**src/design/mpzr_pkg.sv**
```systemverilog
package mpzr_pkg;

   // Row store geometry.
   localparam int MAX_WIDTH = 2048;
   localparam int COL_W = $clog2(MAX_WIDTH);

   // Field widths.
   localparam int PIXEL_W = 16;
   localparam int IMG_WIDTH_W = 12;

   // Width used for row-length compares; it covers both the register and MAX_WIDTH.
   localparam int LEN_W = (COL_W + 1 > IMG_WIDTH_W) ? COL_W + 1 : IMG_WIDTH_W;

   // Configuration port.
   localparam int CSR_INDEX_W = 1;
   localparam int CSR_DATA_W = IMG_WIDTH_W;

   typedef enum logic [CSR_INDEX_W-1:0] {
      CSR_IMAGE_WIDTH = 1'b0,
      CSR_DECODE_MODE = 1'b1
   } csr_index_type;

   localparam logic [IMG_WIDTH_W-1:0] IMAGE_WIDTH_RESET = 12'd1500;

   typedef logic [PIXEL_W-1:0] pixel_type;

   // Control flags that go with a request into the prediction logic.
   typedef struct packed {
      logic first_row;
      logic col_zero;
      logic decode_mode;
   } pred_ctl_type;

endpackage

```
**src/design/mpzr_predict.sv**
```systemverilog
module mpzr_predict (
   input  mpzr_pkg::pred_ctl_type   ctl,
   input  mpzr_pkg::pixel_type      sample_value,
   input  mpzr_pkg::pixel_type      left,
   input  mpzr_pkg::pixel_type      up,
   input  mpzr_pkg::pixel_type      upleft,
   output mpzr_pkg::pixel_type      pixel,
   output mpzr_pkg::pixel_type      result
);

   localparam int PW = mpzr_pkg::PIXEL_W;

   always_comb begin
      logic [PW-1:0]  lo;
      logic [PW-1:0]  hi;
      logic [PW:0]    sum;
      logic [PW:0]    c_lo;
      logic [PW:0]    c_hi;
      logic [PW:0]    gradient;
      logic [PW-1:0]  med;
      logic [PW-1:0]  pred;
      logic [PW-1:0]  half;
      logic [PW-1:0]  recon;
      logic [PW-1:0]  residual;
      logic [PW-1:0]  dbl;
      logic [PW-1:0]  mapped;

      // Median edge detector: a+b-c clamped between left and up.
      lo = (left < up) ? left : up;
      hi = (left < up) ? up : left;
      sum = {1'b0, left} + {1'b0, up};
      c_lo = {1'b0, upleft} + {1'b0, lo};
      c_hi = {1'b0, upleft} + {1'b0, hi};
      gradient = sum - {1'b0, upleft};
      if (sum < c_lo) begin
         med = lo;
      end else if (sum > c_hi) begin
         med = hi;
      end else begin
         med = gradient[PW-1:0];
      end

      // Border handling: origin, first row and column zero.
      if (ctl.first_row) begin
         pred = ctl.col_zero ? '0 : left;
      end else if (ctl.col_zero) begin
         pred = up;
      end else begin
         pred = med;
      end

      // Decode: undo the zigzag map and add the prediction, modulo 2^16.
      half = {1'b0, sample_value[PW-1:1]};
      if (sample_value[0]) begin
         recon = pred - (half + PW'(1));
      end else begin
         recon = pred + half;
      end

      // Encode: wrap the residual to 16 bits and zigzag map it.
      residual = sample_value - pred;
      dbl = {residual[PW-2:0], 1'b0};
      mapped = residual[PW-1] ? ~dbl : dbl;

      pixel = ctl.decode_mode ? recon : sample_value;
      result = ctl.decode_mode ? recon : mapped;
   end

endmodule
```
**config.mk**
```make
export PLATFORM = sky130hd
export DESIGN_NAME = mpzr_predict
export DESIGN_NICKNAME = d
export VERILOG_FILES = /design/src/design/mpzr_pkg.sv /design/src/design/mpzr_predict.sv
export SDC_FILE = /design/constraint.sdc
export NUM_CORES = 1
export LEC_CHECK = 0
export BUFFER_PORTS_ARGS = -buffer_cell sky130_fd_sc_hd__buf_2
export CAP_MARGIN = 10
export CORE_UTILIZATION = 35
export DETAILED_ROUTE_END_ITERATION = 10
export PLACE_DENSITY_LB_ADDON = 0.08
export SLEW_MARGIN = 20
export SYNTH_ARGS = -nofsm -noshare
export SYNTH_HDL_FRONTEND = slang
export SYNTH_SLANG_ARGS = --single-unit
```
**constraint.sdc**
```tcl
create_clock -name vclk -period 13.7
set_input_delay 2.055 -clock vclk [all_inputs]
set_output_delay 2.055 -clock vclk [all_outputs]
set_load 0.03 [all_outputs]
```
# [Word level (Yosys, flattened, before mapping)]
# Cells that the tools add are included.
[totals] output_inout_bits=32 in_bits=67 reg_bits=0 wordCells=23
[op_classes] n_mux=11 bitwise_logic=1 order_cmp=3 add_sub_neg=8
[ops] operator="2-to-1 mux 16 bit" count=11
[ops] operator="adder 16 x 16 -> 17 bit" count=3
[ops] operator="subtractor 16 bit" count=3
[ops] operator="greater-than comparator 17 bit" count=1
[ops] operator="less-than comparator 17 bit" count=1
[ops] operator="adder 15 x 1 -> 16 bit (second input constant)" count=1
[ops] operator="adder 16 x 15 -> 16 bit" count=1
[ops] operator="less-than comparator 16 bit" count=1
[ops] operator="NOT 16 bit" count=1

# [Depth between registers and ports, before layout]
[depth] depth_word=12 ltp_mapped=47 ltp_nobuf=44

# [Least setup slack after synthesis]
# No wires, ideal clock.
[synth_path] path_kind="input to output" from="input up[13]" to="output result[3]" t_arrival_ns=11.927 t_required_ns=11.645 setup_slack_ns=-0.282 stages=42 n_path_buf=5 cell_sequence="inv_1 -> ha_1 -> a21o_1 -> a211o_1 -> o31ai_2 -> clkbuf_1 -> clkbuf_1 -> mux2_2 -> ha_1 -> fa_1 -> a21o_1 -> a21oi_1 -> o21bai_1 -> a21oi_1 -> nor2b_1 -> o21a_1 -> o31a_1 -> o41ai_1 -> [... 6 more ...] -> nand3_1 -> o21ai_1 -> clkbuf_1 -> nand2_1 -> a31o_2 -> o21a_1 -> ha_1 -> nor2b_1 -> o2111ai_1 -> a31oi_1 -> o2111ai_1 -> a31oi_1 -> nor4_1 -> a311o_1 -> clkbuf_1 -> buf_2 -> xnor3_1 -> o21ai_0"
[synth_via] elab_chain_len=12 word_cells_on_any_way=20 cone_classes="add/sub (7); order compare (3); mux (9); bitwise (1)"
[synth_rtl] element="from (decl)" line="mpzr_predict.sv:5" rtl="input mpzr_pkg::pixel_type up,"
[synth_rtl] element="less-than comparator 16 bit" line="mpzr_predict.sv:29, mpzr_predict.sv:30"
[synth_rtl] element="2-to-1 mux 16 bit" line="mpzr_predict.sv:30" rtl="hi = (left < up) ? up : left;"
[synth_rtl] element="adder 16 x 16 -> 17 bit" line="mpzr_predict.sv:33" rtl="c_hi = {1'b0, upleft} + {1'b0, hi};"
[synth_rtl] element="greater-than comparator 17 bit" line="mpzr_predict.sv:37" rtl="end else if (sum > c_hi) begin"
[synth_rtl] element="2-to-1 mux 16 bit" line="mpzr_predict.sv:37"
[synth_rtl] element="2-to-1 mux 16 bit" line="mpzr_predict.sv:35" rtl="if (sum < c_lo) begin"
[synth_rtl] element="2-to-1 mux 16 bit *" line="mpzr_predict.sv:46" rtl="end else if (ctl.col_zero) begin"
[synth_rtl] element="2-to-1 mux 16 bit *" line="mpzr_predict.sv:44" rtl="if (ctl.first_row) begin"
[synth_rtl] element="subtractor 16 bit" line="mpzr_predict.sv:61" rtl="residual = sample_value - pred;"
[synth_rtl] element="NOT 16 bit" line="mpzr_predict.sv:63" rtl="mapped = residual[PW-1] ? ~dbl : dbl;"
[synth_rtl] element="2-to-1 mux 16 bit" line="mpzr_predict.sv:63"
[synth_rtl] element="2-to-1 mux 16 bit *" line="mpzr_predict.sv:66" rtl="result = ctl.decode_mode ? recon : mapped;"
[synth_rtl] element="to (decl)" line="mpzr_predict.sv:8" rtl="output mpzr_pkg::pixel_type result"
# Every way passes the cells marked *; elsewhere a longest branch is shown, timed or not.

# [Worst setup path after layout]
[layout_path] from="input up[1]" to="output result[5]"
# Same word-level chain as after synthesis.

==> results.md <==
* Antenna violations before repair at 0
* DRC viols at 0
* # nets final at around 1400
* Post-placement worst setup slack at -0.482 ns
* Setup crit end kind: primary output
* P per Cell Area at around 130 nW/um^2
* Post-synthesis sequential area ratio at 0%
* DR WL/cell at roughly 16 um
* HP Class: primary input to primary output
* Number of max-cap violations at 0
* Worst Path Required at 11.64 ns
* Pin count of the biggest net entering global routing at just over 40
* Power, Total at 1.15 mW
* Final Util at between 40 and 50%
* Die Span Y at approximately 150 um
* Clock Buffer Count at 0
* Crit Path Max Fanout at 8
* Mapped Area at approximately 7500 um^2
* Most frequent cells in the layout: ha_1 (158), buf_2 (98), inv_1 (94)
* Final worst-path cycle share at 96.3%
* Fillers at between 2000 and 2500
* GRT overflow at 0
* Vias per cell at around 5.3
* Yosys warns at 0
* CP most frequent cell: o21ai_1
* Drt initial violations at approximately 220
* Final Worst Setup Slack at about 0.51 ns
* Share of post-route cells with drive strength above 1 at 20.4%
* Initial Utilization at a little over a third
* Worst Max-Slew Pin Slew at slightly below 0.9 ns
* Syn nets at roughly 1200
* IO Pins at a little under 100
* Synth cell types at 67
* DRT antenna net count at 0
* Vias in the first global route at between 7000 and 8000
* VDD IR max at around 0.037 mV
* Mapped Cells at about 1000
* Worst hold path depth at 4
* Critical path depth at 45
* Startpoint types: primary input
* Minimum clock period at approximately 13 ns
* FFs & Latches at 0
* Syn avg cell area at between 7 and 8 um^2
* Tot GR Track Use at between 10% and 20%
* Hold worst-path end: pixel[8]
* Final Wtd Congestion at roughly 0.84
* Core area at between 20000 and 25000 um^2
* Area of the multi-input gates at approximately 7400 um^2
* Worst Path Arrival at 11.13 ns
* Chip width at approximately 150 um
* Largest delay share family, worst path: compound AO/OA/AOI/OAI gates
* CP Class: primary input to primary output
* Slew margin rel. at roughly two fifths
* Worst min-delay path startpoint: sample_value[8]
* Final hold vios at 0
* Final slew viol count at 0
* Antenna diodes at 0
* First-pass GRT wire length at between 30000 and 40000 um
* Hpwl dp at slightly below 20000 um
* DR pass1 iterations at 4
* CP peak stage delay at 0.51 ns
* P_leak at ~4.4 nW
* Register area at 0 um^2
* CP Buf/Inv Count at 7
* Via count at ~7400
* F_max at ~0.076 GHz
* Slowest cell on the critical path: a311o_2
* Most common cell after layout, fill and taps aside: ha_1
* Number of cell rows at 53
* # port buffers at between 90 and 100
* Setup violations, final at 0
* Area Growth Syn to Fin at 17.7%
* Final WL at 22800 um
* Status: complete, no violations
* Die area at ~22000 um^2
logic make-up after synthesis:
family / synth area share [%]
AOI/OAI and AO/OA: 27.7
xor gates and xnor gates: 14.5
adders and majority gates: 28.4
buffers and inverters: 6.34
muxes: 7.52
and+or+nand+nor: 15.5
synth_stat cells, drive strengths merged, types with 3 or more instances:
| cell type | count | area, um^2 |
|---|---|---|
| a211o | 4 | 35.0 |
| clkbuf | 24 | 90.1 |
| o211ai | 9 | 67.6 |
| nand2b | 9 | 56.3 |
| a41oi | 5 | 43.8 |
| o21a | 19 | 143 |
| nand3 | 19 | 95.1 |
| a22o | 6 | 52.6 |
| a221oi | 5 | 61.3 |
| inv | 95 | 357 |
| nor3 | 32 | 160 |
| a311oi | 3 | 26.3 |
| buf | 4 | 23.8 |
| nand2 | 78 | 293 |
| or3 | 3 | 18.8 |
| ha | 160 | 2000 |
| a221o | 5 | 50.1 |
| a21oi | 70 | 354 |
| o2111ai | 6 | 52.6 |
| o21ai | 67 | 335 |
| a21boi | 9 | 67.6 |
| o21bai | 13 | 97.6 |
| a31oi | 13 | 81.3 |
| xor2 | 40 | 350 |
| mux2 | 37 | 417 |
| a2111oi | 7 | 61.3 |
| fa | 7 | 140 |
| xnor2 | 45 | 394 |
| nand4b | 3 | 26.3 |
| xnor3 | 13 | 295 |
| a22oi | 7 | 52.6 |
| nand4 | 3 | 18.8 |
| and2 | 4 | 25.0 |
| a211oi | 10 | 75.1 |
| a21o | 27 | 203 |
| mux2i | 15 | 150 |
| and3 | 6 | 37.5 |
| nor2 | 71 | 267 |
| o31ai | 12 | 95.1 |
| nor2b | 20 | 125 |
power breakdown:
part | internal (mW) | leakage (nW) | switching, mW
Sequential | 0 | 0 | 0
Clock | 0 | 0 | 0
Combinational | 0.521 | 4.36 | 0.632
what timing repair did:
item                                    CTS  global route
pin swaps                                 2            28
gates resized for setup                   5            67
cloned                                    0             2
endpoints found under the setup margin   21            24
buffers inserted                          1            15
hold buffers                              0             0
cell type report:
type / instances / share of cell area [%]
Multi-Input combinational cell: 884 / 82.9
Tap cell: 275 / 3.88
Inverter: 97 / 4.10
Timing Repair Buffer: 133 / 9.13
layer usage:
| metal | vias to the layer above | GRT usage, % | routed length, um |
|---|---|---|---|
| met3 | 8 | 0.429 | 601 |
| met2 | 118 | 35.2 | 10800 |
| li1 | 3877 | - | - |
| met1 | 3408 | 27.7 | 11200 |
| met5 | - | 0 | 0 |
| met4 | 0 | 1.19 | 205 |
through the flow:
step           TNS, ns  area (um^2)  hold WS, ns  std cells
2_1_floorplan  -0.0577         7550         4.32       1009
3_3_place_gp     -4.21         8430         4.55       1371
3_5_place_dp     -6.23         8430         4.55       1371
4_1_cts              0         8470         4.55       1372
5_1_grt         -0.105         8870         4.57       1389
6_report             0         8870         4.55       1389
how the worst max path moves through the flow:
stage / from / endpoint
floorplan: up[13] / result[3]
global placement: up[1] / pixel[14]
detailed placement: up[1] / pixel[14]
CTS: up[1] / result[5]
global route: up[1] / result[7]
finish: up[1] / result[5]
Power figures use the tool's default switching activity.
